<file path="config.mk">
export PLATFORM = sky130hd
export DESIGN_NAME = ps2_host_byte_transceiver_top
export DESIGN_NICKNAME = d
export VERILOG_FILES = /design/src/hdl/ps2hbt_pkg.sv /design/src/hdl/ps2hbt_cfg.sv /design/src/hdl/ps2hbt_seq.sv /design/src/hdl/ps2hbt_seq_top.sv /design/src/hdl/ps2_host_byte_transceiver_top.sv
export SDC_FILE = /design/constraint.sdc
export NUM_CORES = 1
export LEC_CHECK = 0
export ABC_AREA = 1
export BUFFER_PORTS_ARGS = -buffer_cell sky130_fd_sc_hd__buf_2
export CELL_PAD_IN_SITES_DETAIL_PLACEMENT = 0
export CELL_PAD_IN_SITES_GLOBAL_PLACEMENT = 1
export CORE_MARGIN = 5
export CORE_UTILIZATION = 44
export DETAILED_ROUTE_END_ITERATION = 6
export PLACE_DENSITY_LB_ADDON = 0.3
export RECOVER_POWER = 50
export SLEW_MARGIN = 10
export SYNTH_ARGS = -nofsm -noshare
export SYNTH_HDL_FRONTEND = slang
export SYNTH_SLANG_ARGS = --single-unit
</file>
<file path="constraint.sdc">
create_clock -name clk -period 4.8 [get_ports clk]
set_input_delay 0.96 -clock clk [delete_from_list [all_inputs] [get_ports clk]]
set_output_delay 0.96 -clock clk [all_outputs]
set_load 0.02 [all_outputs]
</file>
<file path="src/hdl/ps2hbt_pkg.sv">
// ----------------------------------------------------------------------------
// ps2hbt_pkg
// Shared types and constants of the two-wire host byte transceiver.
// ----------------------------------------------------------------------------
package ps2hbt_pkg;

	localparam int CNT_W   = 20;
	localparam int LIMIT_W = 20;
	localparam int CMP_W   = (CNT_W > LIMIT_W) ? CNT_W : LIMIT_W;
	localparam int IN_W    = 16;
	localparam int OUT_W   = 16;

	localparam logic [CNT_W-1:0] CNT_MAX = {CNT_W{1'b1}};

	localparam int RELEASE_TICKS  = 300;
	localparam int CLK_LOW_TICKS  = 300;
	localparam int DATA_LOW_TICKS = 10;
	localparam int STOP_TICKS     = 30;

	localparam logic [1:0] CMD_WRITE = 2'd1;
	localparam logic [1:0] CMD_READ  = 2'd2;

	localparam logic REG_WRITE_LIMIT = 1'b0;
	localparam logic REG_READ_LIMIT  = 1'b1;

	typedef enum logic [4:0] {
		PH_IDLE,
		PH_W_REL,
		PH_W_CLKLO,
		PH_W_DATLO,
		PH_W_WAIT,
		PH_W_HI,
		PH_W_LO,
		PH_W_STOP,
		PH_W_ACK,
		PH_W_LINEIDLE,
		PH_R_WAIT,
		PH_R_START,
		PH_R_LO,
		PH_R_HI,
		PH_R_PAR_LO,
		PH_R_PAR_HI,
		PH_R_STOP_LO,
		PH_R_STOP_HI
	} phase_t;

	// first field in the highest bits, last field in the lowest bits
	typedef struct packed {
		logic       data_line;
		logic       clk_line;
		logic       timeout_enable;
		logic [7:0] tx_byte;
		logic [1:0] cmd;
	} item_t;

	typedef struct packed {
		logic [7:0] rx_byte;
		logic       success;
		logic       done_res;
		logic       busy_res;
		logic       data_pull_low;
		logic       clk_pull_low;
	} result_t;

	typedef struct packed {
		logic [LIMIT_W-1:0] write_wait_limit;
		logic [LIMIT_W-1:0] read_wait_limit;
	} limits_t;

endpackage

</file>
<file path="src/hdl/ps2hbt_cfg.sv">
// ----------------------------------------------------------------------------
// ps2hbt_cfg
// Timeout limit registers, written through the plain write port.
// ----------------------------------------------------------------------------
module ps2hbt_cfg (
	input  logic                           clk,
	input  logic                           arst_n,
	input  logic                           cfg_we,
	input  logic                           cfg_index,
	input  logic [ps2hbt_pkg::LIMIT_W-1:0] cfg_wdata,
	output ps2hbt_pkg::limits_t            limits
);
	import ps2hbt_pkg::*;

	logic [LIMIT_W-1:0] write_limit_q;
	logic [LIMIT_W-1:0] read_limit_q;

	always_ff @(posedge clk or negedge arst_n) begin
		if (!arst_n) begin
			write_limit_q <= LIMIT_W'(15000);
			read_limit_q  <= LIMIT_W'(15000);
		end else if (cfg_we) begin
			if (cfg_index == REG_WRITE_LIMIT) begin
				write_limit_q <= cfg_wdata;
			end
			if (cfg_index == REG_READ_LIMIT) begin
				read_limit_q <= cfg_wdata;
			end
		end
	end

	assign limits.write_wait_limit = write_limit_q;
	assign limits.read_wait_limit  = read_limit_q;

endmodule

</file>
<file path="src/hdl/ps2hbt_seq.sv">
// ----------------------------------------------------------------------------
// ps2hbt_seq
// Write/read sequencer. One tick per step; result reflects post-step state.
// ----------------------------------------------------------------------------
module ps2hbt_seq (
	input  logic                  clk,
	input  logic                  arst_n,
	input  logic                  step,
	input  ps2hbt_pkg::item_t     item,
	input  ps2hbt_pkg::limits_t   limits,
	output ps2hbt_pkg::result_t   result
);
	import ps2hbt_pkg::*;

	phase_t           phase_q, phase_d;
	logic [3:0]       bit_index_q, bit_index_d;
	logic [7:0]       shift_q, shift_d;
	logic             parity_q, parity_d;
	logic [CNT_W-1:0] count_q, count_d;
	logic             armed_q, armed_d;
	logic             clk_hold_q, clk_hold_d;
	logic             data_hold_q, data_hold_d;
	logic [7:0]       rx_q, rx_d;

	logic [CNT_W-1:0] cnt_inc;
	logic [3:0]       idx_inc;
	logic             w_timeout;
	logic             r_timeout;
	logic             done;
	logic             ok;

	assign cnt_inc   = (count_q == CNT_MAX) ? count_q : count_q + 1'b1;
	assign idx_inc   = bit_index_q + 4'd1;
	assign w_timeout = armed_q && (CMP_W'(cnt_inc) > CMP_W'(limits.write_wait_limit));
	assign r_timeout = armed_q && (CMP_W'(cnt_inc) > CMP_W'(limits.read_wait_limit));

	// next state
	always_comb begin
		phase_d     = phase_q;
		bit_index_d = bit_index_q;
		shift_d     = shift_q;
		parity_d    = parity_q;
		count_d     = count_q;
		armed_d     = armed_q;
		clk_hold_d  = clk_hold_q;
		data_hold_d = data_hold_q;
		rx_d        = rx_q;
		case (phase_q)
			PH_IDLE: begin
				if (item.cmd == CMD_WRITE) begin
					clk_hold_d  = 1'b0;
					data_hold_d = 1'b0;
					shift_d     = item.tx_byte;
					parity_d    = 1'b1;
					bit_index_d = 4'd0;
					armed_d     = item.timeout_enable;
					count_d     = '0;
					phase_d     = PH_W_REL;
				end else if (item.cmd == CMD_READ) begin
					clk_hold_d  = 1'b0;
					data_hold_d = 1'b0;
					rx_d        = 8'd0;
					bit_index_d = 4'd0;
					armed_d     = item.timeout_enable;
					count_d     = '0;
					phase_d     = PH_R_WAIT;
				end
			end
			PH_W_REL: begin
				count_d = cnt_inc;
				if (cnt_inc >= CNT_W'(RELEASE_TICKS)) begin
					clk_hold_d = 1'b1;
					count_d    = '0;
					phase_d    = PH_W_CLKLO;
				end
			end
			PH_W_CLKLO: begin
				count_d = cnt_inc;
				if (cnt_inc >= CNT_W'(CLK_LOW_TICKS)) begin
					data_hold_d = 1'b1;
					count_d     = '0;
					phase_d     = PH_W_DATLO;
				end
			end
			PH_W_DATLO: begin
				count_d = cnt_inc;
				if (cnt_inc >= CNT_W'(DATA_LOW_TICKS)) begin
					clk_hold_d = 1'b0;
					count_d    = '0;
					phase_d    = PH_W_WAIT;
				end
			end
			PH_W_WAIT: begin
				count_d = cnt_inc;
				if (!item.clk_line) begin
					bit_index_d = 4'd0;
					parity_d    = parity_q ^ shift_q[0];
					data_hold_d = !shift_q[0];
					phase_d     = PH_W_HI;
				end else if (w_timeout) begin
					phase_d = PH_IDLE;
				end
			end
			PH_W_HI: begin
				if (item.clk_line) begin
					phase_d = PH_W_LO;
				end
			end
			PH_W_LO: begin
				if (!item.clk_line) begin
					if (bit_index_q < 4'd8) begin
						bit_index_d = idx_inc;
						phase_d     = PH_W_HI;
						if (idx_inc < 4'd8) begin
							parity_d    = parity_q ^ shift_q[idx_inc[2:0]];
							data_hold_d = !shift_q[idx_inc[2:0]];
						end else begin
							data_hold_d = !parity_q;
						end
					end else begin
						count_d = '0;
						phase_d = PH_W_STOP;
					end
				end
			end
			PH_W_STOP: begin
				count_d = cnt_inc;
				if (cnt_inc >= CNT_W'(STOP_TICKS)) begin
					data_hold_d = 1'b0;
					phase_d     = PH_W_ACK;
				end
			end
			PH_W_ACK: begin
				if (!item.clk_line) begin
					phase_d = PH_W_LINEIDLE;
				end
			end
			PH_W_LINEIDLE: begin
				if (item.clk_line && item.data_line) begin
					clk_hold_d = 1'b1;
					phase_d    = PH_IDLE;
				end
			end
			PH_R_WAIT: begin
				count_d = cnt_inc;
				if (!item.clk_line) begin
					phase_d = PH_R_START;
				end else if (r_timeout) begin
					clk_hold_d = 1'b1;
					phase_d    = PH_IDLE;
				end
			end
			PH_R_START: begin
				if (item.clk_line) begin
					bit_index_d = 4'd0;
					phase_d     = PH_R_LO;
				end
			end
			PH_R_LO: begin
				if (!item.clk_line) begin
					if (item.data_line && bit_index_q < 4'd8) begin
						rx_d[bit_index_q[2:0]] = 1'b1;
					end
					phase_d = PH_R_HI;
				end
			end
			PH_R_HI: begin
				if (item.clk_line) begin
					bit_index_d = idx_inc;
					phase_d     = (idx_inc >= 4'd8) ? PH_R_PAR_LO : PH_R_LO;
				end
			end
			PH_R_PAR_LO: begin
				if (!item.clk_line) begin
					phase_d = PH_R_PAR_HI;
				end
			end
			PH_R_PAR_HI: begin
				if (item.clk_line) begin
					phase_d = PH_R_STOP_LO;
				end
			end
			PH_R_STOP_LO: begin
				if (!item.clk_line) begin
					phase_d = PH_R_STOP_HI;
				end
			end
			PH_R_STOP_HI: begin
				if (item.clk_line) begin
					clk_hold_d = 1'b1;
					phase_d    = PH_IDLE;
				end
			end
			default: begin
				phase_d = PH_IDLE;
			end
		endcase
	end

	// outputs
	always_comb begin
		done = 1'b0;
		ok   = 1'b0;
		case (phase_q)
			PH_W_WAIT: begin
				done = item.clk_line && w_timeout;
			end
			PH_W_LINEIDLE: begin
				done = item.clk_line && item.data_line;
				ok   = done;
			end
			PH_R_WAIT: begin
				done = item.clk_line && r_timeout;
			end
			PH_R_STOP_HI: begin
				done = item.clk_line;
				ok   = done;
			end
			default: begin
				done = 1'b0;
				ok   = 1'b0;
			end
		endcase
		result.clk_pull_low  = clk_hold_d;
		result.data_pull_low = data_hold_d;
		result.busy_res      = (phase_d != PH_IDLE);
		result.done_res      = done;
		result.success       = ok;
		result.rx_byte       = rx_d;
	end

	always_ff @(posedge clk or negedge arst_n) begin
		if (!arst_n) begin
			phase_q     <= PH_IDLE;
			bit_index_q <= 4'd0;
			shift_q     <= 8'd0;
			parity_q    <= 1'b1;
			count_q     <= '0;
			armed_q     <= 1'b0;
			clk_hold_q  <= 1'b0;
			data_hold_q <= 1'b0;
			rx_q        <= 8'd0;
		end else if (step) begin
			phase_q     <= phase_d;
			bit_index_q <= bit_index_d;
			shift_q     <= shift_d;
			parity_q    <= parity_d;
			count_q     <= count_d;
			armed_q     <= armed_d;
			clk_hold_q  <= clk_hold_d;
			data_hold_q <= data_hold_d;
			rx_q        <= rx_d;
		end
	end

`ifndef SYNTHESIS
	a_done_to_idle: assert property (@(posedge clk) disable iff (!arst_n)
		step && done |=> phase_q == PH_IDLE)
		else $error("sequence finished but phase not idle");

	a_bit_index_range: assert property (@(posedge clk) disable iff (!arst_n)
		bit_index_q <= 4'd8)
		else $error("bit index out of range");

	a_read_releases_data: assert property (@(posedge clk) disable iff (!arst_n)
		(phase_q == PH_R_WAIT || phase_q == PH_R_START || phase_q == PH_R_LO ||
		 phase_q == PH_R_HI || phase_q == PH_R_PAR_LO || phase_q == PH_R_PAR_HI ||
		 phase_q == PH_R_STOP_LO || phase_q == PH_R_STOP_HI) |-> !data_hold_q)
		else $error("data line held during read");

	a_start_clears: assert property (@(posedge clk) disable iff (!arst_n)
		step && phase_q == PH_IDLE && (item.cmd == CMD_WRITE || item.cmd == CMD_READ)
		|=> count_q == '0 && !clk_hold_q && !data_hold_q)
		else $error("sequence start did not clear counter and lines");
`endif

endmodule

</file>
<file path="src/hdl/ps2hbt_seq_top.sv">
// ----------------------------------------------------------------------------
// ps2hbt_seq_top
// Input register, sequencer step and result register with stream handshake.
// ----------------------------------------------------------------------------
module ps2hbt_seq_top (
	input  logic                         clk,
	input  logic                         arst_n,
	input  logic                         in_valid,
	output logic                         in_ready,
	input  ps2hbt_pkg::item_t            in_item,
	input  ps2hbt_pkg::limits_t          limits,
	output logic                         out_valid,
	input  logic                         out_ready,
	output ps2hbt_pkg::result_t          out_res
);
	import ps2hbt_pkg::*;

	logic    valid_s1;
	item_t   item_s1;
	logic    out_valid_q;
	result_t out_res_q;
	result_t res;
	logic    step;

	assign step     = valid_s1 && (!out_valid_q || out_ready);
	assign in_ready = !valid_s1 || step;

	ps2hbt_seq u_seq (
		.clk    (clk),
		.arst_n (arst_n),
		.step   (step),
		.item   (item_s1),
		.limits (limits),
		.result (res)
	);

	always_ff @(posedge clk or negedge arst_n) begin
		if (!arst_n) begin
			valid_s1    <= 1'b0;
			out_valid_q <= 1'b0;
		end else begin
			if (in_ready) begin
				valid_s1 <= in_valid;
			end
			if (step) begin
				out_valid_q <= 1'b1;
			end else if (out_ready) begin
				out_valid_q <= 1'b0;
			end
		end
	end

	always_ff @(posedge clk) begin
		if (in_ready && in_valid) begin
			item_s1 <= in_item;
		end
		if (step) begin
			out_res_q <= res;
		end
	end

	assign out_valid = out_valid_q;
	assign out_res   = out_res_q;

endmodule

</file>
<file path="src/hdl/ps2_host_byte_transceiver_top.sv">
// ----------------------------------------------------------------------------
// ps2_host_byte_transceiver_top
// Host-side byte transceiver for the two-wire keyboard/mouse link.
// A transaction is held in the input register, then its result in the result
// register. One tick transaction per clock cycle while the output is not
// stalled; the sequencer state updates once per tick in one registered step.
// Reset: arst_n clears phase to idle, both lines released, limits to 15000.
// ----------------------------------------------------------------------------
module ps2_host_byte_transceiver_top (
	input  logic                           clk,
	input  logic                           arst_n,
	input  logic                           s_tvalid,
	output logic                           s_tready,
	// cmd[1:0], tx_byte[9:2], timeout_enable[10], clk_line[11], data_line[12]
	input  logic [ps2hbt_pkg::IN_W-1:0]    s_tdata,
	output logic                           m_tvalid,
	input  logic                           m_tready,
	// clk_pull_low[0], data_pull_low[1], busy_res[2], done_res[3],
	// success[4], rx_byte[12:5]
	output logic [ps2hbt_pkg::OUT_W-1:0]   m_tdata,
	input  logic                           cfg_we,
	input  logic                           cfg_index,
	input  logic [ps2hbt_pkg::LIMIT_W-1:0] cfg_wdata
);
	import ps2hbt_pkg::*;

	limits_t limits;
	item_t   in_item;
	result_t out_res;

	assign in_item = s_tdata[$bits(item_t)-1:0];
	assign m_tdata = {{(OUT_W - $bits(result_t)){1'b0}}, out_res};

	ps2hbt_cfg u_cfg (
		.clk       (clk),
		.arst_n    (arst_n),
		.cfg_we    (cfg_we),
		.cfg_index (cfg_index),
		.cfg_wdata (cfg_wdata),
		.limits    (limits)
	);

	ps2hbt_seq_top u_core (
		.clk       (clk),
		.arst_n    (arst_n),
		.in_valid  (s_tvalid),
		.in_ready  (s_tready),
		.in_item   (in_item),
		.limits    (limits),
		.out_valid (m_tvalid),
		.out_ready (m_tready),
		.out_res   (out_res)
	);

endmodule

</file>
==> Word level (Yosys, flattened, before mapping) <==
Cells that the tools add are included.
{ "op_classes": {"eq_ne": 29, "n_reduce_logical": 32, "n_lt_le_gt_ge": 11, "bitwise": 4, "n_mux": 79, "addsub": 2} }
{ "ops": {"columns": ["operator", "n"], "rows": [
  ["$mux 20", 7],
  ["$mux 5", 21],
  ["$pmux 20 s5", 1],
  ["$pmux 5 s18", 1],
  ["$eq 5x4->1 const B", 8],
  ["$gt 20x20->1", 2],
  ["$mux 8", 4],
  ["$mux 4", 7],
  ["$mux 1", 27],
  ["$add 20x1->20 const B", 1],
  ["$eq 20x20->1 const B", 1],
  ["$eq 5x3->1 const B", 4],
  ["$ge 20x4->1 const B", 1],
  ["$ge 20x5->1 const B", 1],
  ["$ge 20x9->1 const B", 1],
  ["$pmux 4 s5", 1],
  ["$pmux 8 s2", 1],
  ["$reduce_bool 5->1", 3],
  ["$ne 2x2->1 const B", 6],
  ["$eq 5x2->1 const B", 2],
  ["$eq 5x5->1 const B", 2],
  ["$logic_and 1x1->1", 9],
  ["$lt 3x4->1 const B", 2],
  ["$lt 4x4->1 const B", 2],
  ["other kinds (31)", 42]
]} }
{ "totals": {"in_bits": 42, "reg_bits": 117, "out_inout_bits": 18, "wordCells": 181} }

==> Logic depth before layout (Yosys ltp) <==
{ "depth": {"word_depth": 8, "mapped_depth": 22, "mapped_depth_nobuf": 22} }

==> Modules after synthesis <==
Synthesis repeated with hierarchy kept, for this count alone.
{ "hier_totals": {"cells_unflattened": 983, "area_unflattened_um2": 7400.8} }
{ "by_module_without_submodules": {"columns": ["module", "area_each_um2", "instances", "seq_area_each_um2", "cells_per_inst"], "rows": [
  ["ps2hbt_seq", 4893.4, 1, 1227.4, 765],
  ["ps2hbt_cfg", 1605.3, 1, 1018.5, 176],
  ["ps2hbt_seq_top", 875.8, 1, 830.8, 38],
  ["ps2_host_byte_transceiver_top", 26.3, 1, 0.0, 4]
]} }

==> Worst setup path after synthesis <==
No wires, ideal clock.
{ "synth_timing": {"kind": "register to register", "from": "register u_core.u_seq.count_q[0]", "to": "register u_core.out_res_q (netlist bit u_core.out_res[2]) (data pin)", "setup_ps": 254, "path_buffers": 2, "required_time_ps": 4546, "synth_period_minus_slack_ps": 2892, "stages_incl_launch_ff": 22, "slack_ps": 1908, "arrival_ps": 2638, "cell_sequence": "dfrtp_1 -> ha_1 -> buf_2 -> nand3_1 -> nor2_4 -> nand3_4 -> buf_6 -> nand2_1 -> ha_1 -> nand2_1 -> nor2_1 -> nand3_1 -> nor3_1 -> nand4_1 -> nor2_1 -> nor2_1 -> nand2_1 -> nand3_1 -> nand2_1 -> nand2_1 -> nor2_1 -> nand2_1"} }
{ "synth_lines": {"columns": ["item", "line", "text"], "rows": [
  ["start: declaration", "ps2hbt_seq.sv:19", "logic [CNT_W-1:0] count_q, count_d;"],
  ["start signal: assignment", "ps2hbt_seq.sv:248", "count_q <= count_d;"],
  ["end signal: assignment", "ps2hbt_seq_top.sv:58", "out_res_q <= res;"],
  ["end: declaration", "ps2hbt_seq_top.sv:21", "result_t out_res_q;"]
]} }

==> Worst setup path in the final report <==
{ "layout_timing": {"from": "input port m_tready", "to": "register u_core.u_seq.count_q[2]"} }
{ "layout_via": {"elab_chain_cells": 3} }
{ "layout_rtl": {"columns": ["item", "line", "text"], "rows": [
  ["start: declaration", "ps2_host_byte_transceiver_top.sv:17", "input logic m_tready,"],
  ["$logic_or 1x1->1", "ps2hbt_seq_top.sv:25", "assign step = valid_s1 && (!out_valid_q || out_ready);"],
  ["$logic_and 1x1->1", "ps2hbt_seq_top.sv:25", null],
  ["$reduce_and 5->1 (no source line)", null, null]
]} }
Every way passes these cells.
A chain may end at the register's enable or synchronous reset.

==> flow_summary.ini <==
[detailed_routing]
firstDrtPassIters = 5
finalWirelength_um = 16500
drc_errors = 0
drt_iter0_drc = 454
vias = 6036
drtAntennaViolNets = 0
viasPerCell = 4.99
wire_per_inst_um = 13.7

[clock_tree]
clock_path_buffers = 2
clockRootBuffer = clkbuf_16
cts_made_buffers = 17
post_cts_resized = 0
clk_pin_slew_ns = 0.06
cts_max_level = 4
cts_setup_buffers = 0
cts_num_sinks = 117
clock_latency_ns = 0.42
cts_tree = yes
ctsHoldBuffers = 0

[run_status]
outcome = complete, but fails checks
violations = max-capacitance violations, max-slew violations

[logic_synthesis]
synth-seq-cells = 117
post-synth-top-count-cell = nand2_1
syn_area_per_cell_um2 = 7.91
yosys-top-cells-area = dfrtp_1, edfxtp_1, nand2_1, inv_1, ha_1
synth.distinct_cells = 50
yosysSeqAreaShare = 0.421
synth_area_leader_cell = dfrtp_1
synth_cells = 924
synthTopCellsByCount = nand2_1, inv_1, nor2_1, o21ai_0, dfrtp_1
synth_top_area_share = 0.260
synth-edff-count = 26
synth_flop_cell = dfrtp_1
synthArstFlopShare = 0.778
netlist_area_um2 = 7310
yosysWarnings = 0

[critical_path]
cp-end-kind = flip-flop
crit_path_start = m_tready
path_class = in2reg
r2r_end = u_core.u_seq.count_q[2]
slowest_delay_ns = 1.28
crit_chain = buf_2 -> inv_1 -> nand2_1 -> nand2_1 -> inv_1 -> clkbuf_1 -> o21ai_0 -> nor3_4 -> buf_4 -> nand2_2 -> o22ai_1
r2r_start = u_core.out_valid
cp_slowest_cell = clkbuf_1
crit_end = u_core.u_seq.count_q[2]
cp.arrival_ns = 4.28
crit_fanout = 43
reg2reg_slack_ns = 1.10
worstPathRequired_ns = 5.14
crit_path_start_kind = primary input
reg2reg_depth = 9

[floorplan]
start_util = 0.445
die_h_um = 139
boundaryPins = 60
core_um2 = 16400
die-area_um2 = 19300
num_rows = 47
die-width_um = 139

[layout]
syn2layout_area_growth_pct = 13.5
diodes = 0
fill_cells = 1621
drive_gt1_frac = 0.176
utilization = 0.505
fin_nets = 1060

[grt]
grt-busiest-layer = met1
met2_usage = 0.259
antenna_found_initial = 0
grt_pass1_wl_um = 28600
grt_use_met3 = 0.0303
gr-total-overflow = 0
grt_max_degree = 67
grt_pass1_vias = 5777
grtUsageTotal = 0.181
globalRouteMet1Util = 0.277

[sta]
slew_headroom = -0.192
post-route-min-period_ns = 3.94
rsz0062_at_grt = false
tightest_slew_ns = 1.79
slew_viol_final = 44
tns_ns = 0
finalClockSkew_ns = 0.00853
hold_viol_final = 0
fmax_mhz = 254
fin_ws_ns = 0.861
setup_viol = 0
post-route-period-util = 0.821

[power_and_ir_drop]
peakVddDrop_uv = 301
p_leak_uw = 0.00401
powerDensity_nw_per_um2 = 488

[min_path]
worstHoldPathType = reg2reg

[placement]
hpwl_um = 12500
dp_slack_ns = 1.17
gp_congestion = 0.925
io_buffer_count = 53

[flow_run]
maxCapViolCount = 1
## how the worst min path moves through the flow
stage,from,to,slack [ns],depth (start not counted)
4_1_cts,u_core.u_seq.clk_hold_q,u_core.u_seq.clk_hold_q,0.48,2
5_1_grt,u_core.item_s1[4],u_core.u_seq.shift_q[2],0.49,1
3_3_place_gp,u_core.item_s1[7],u_core.u_seq.shift_q[5],0.46,1
6_report,u_core.item_s1[4],u_core.u_seq.shift_q[2],0.48,1
2_1_floorplan,u_core.u_seq.clk_hold_q,u_core.u_seq.clk_hold_q,0.45,2
3_5_place_dp,u_core.u_seq.clk_hold_q,u_core.u_seq.clk_hold_q,0.47,2
## where the power goes
group	total (uW)	internal (uW)	switching (uW)
registers	1400	1270	136
logic	1440	472	971
clock network	1200	702	498
total	4040	2440	1610
## kinds of logic (layout without fill, tap and decap cells)
family / after synthesis / count (layout) / synth area share
mux: 7 / 7 / 0.0108
xor+xnor: 12 / 12 / 0.0144
fa+ha+maj: 42 / 42 / 0.0719
other cells: 1 / 3 / 0.000513
flops: 117 / 117 / 0.421
simple gates: 407 / 407 / 0.257
buf+inv: 181 / 244 / 0.0995
compound gates: 157 / 157 / 0.125
## sequential cells by signal (all words and copies together), names as in the netlist
signal                    count
u_cfg.read_limit_q           20
u_cfg.write_limit_q          20
u_core.u_seq.count_q         20
u_core.item_s1               13
u_core.out_res               13
u_core.u_seq.rx_q             8
u_core.u_seq.shift_q          8
u_core.u_seq.phase_q          5
u_core.u_seq.bit_index_q      4
u_core.out_valid              1
u_core.u_seq.armed_q          1
u_core.u_seq.clk_hold_q       1
u_core.u_seq.data_hold_q      1
u_core.u_seq.parity_q         1
u_core.valid_s1               1
## area by class of cell
type	count	area (um^2)	area share
clock buffer	18	450	0.0543
clock inverter	14	111	0.0134
inverter	156	586	0.0706
multi-input combinational	628	3510	0.423
sequential	117	3080	0.371
tap	220	275	0.0332
timing repair buffer	56	283	0.0341
## layout by cell type (no fill, tap or decap), types with 4 or more instances in the layout
master     instances
o21ai_0           80
inv_2              9
nand2_2           16
ha_1              42
nor2_1            91
inv_1            146
inv_6              7
a211oi_1           7
nor3_1            10
dfrtp_1           76
nor4_1             4
nand3_1           39
o22ai_1           10
nor2_4             5
clkbuf_16         18
xor2_1            10
edfxtp_1          26
nor2_2             5
dfstp_2           15
o21ai_2           11
buf_2             52
nand2_1          198
nand3_2           13
mux2_2             7
nand4_1           19
a21oi_1           29
## routing by layer
| metal | up-vias | wire [um] |
|---|---|---|
| met5 | - | 0 |
| met4 | 0 | 264 |
| met3 | 26 | 759 |
| met2 | 136 | 6850 |
| met1 | 2753 | 8670 |
| li1 | 3121 | - |
## critical path, delay by kind of cell
kind / cells / cell delay [ns]
AND/OR/NAND/NOR: 4 / 0.67
buffers and inverters: 5 / 1.92
AO/OA/AOI/OAI: 2 / 0.69
## through the flow
| step | area, um^2 | hold slack [ns] | total power (uW) | cells |
|---|---|---|---|---|
| 3_3_place_gp | 7740 | 0.461 | 2850 | 1177 |
| 4_1_cts | 8300 | 0.481 | 4070 | 1209 |
| 6_report | 8290 | 0.477 | 4040 | 1209 |
| 3_5_place_dp | 7740 | 0.466 | 2850 | 1177 |
| 2_1_floorplan | 7310 | 0.449 | 2520 | 926 |
| 5_1_grt | 8290 | 0.491 | 4340 | 1209 |
No activity file was read; power rests on OpenSTA's default activity.
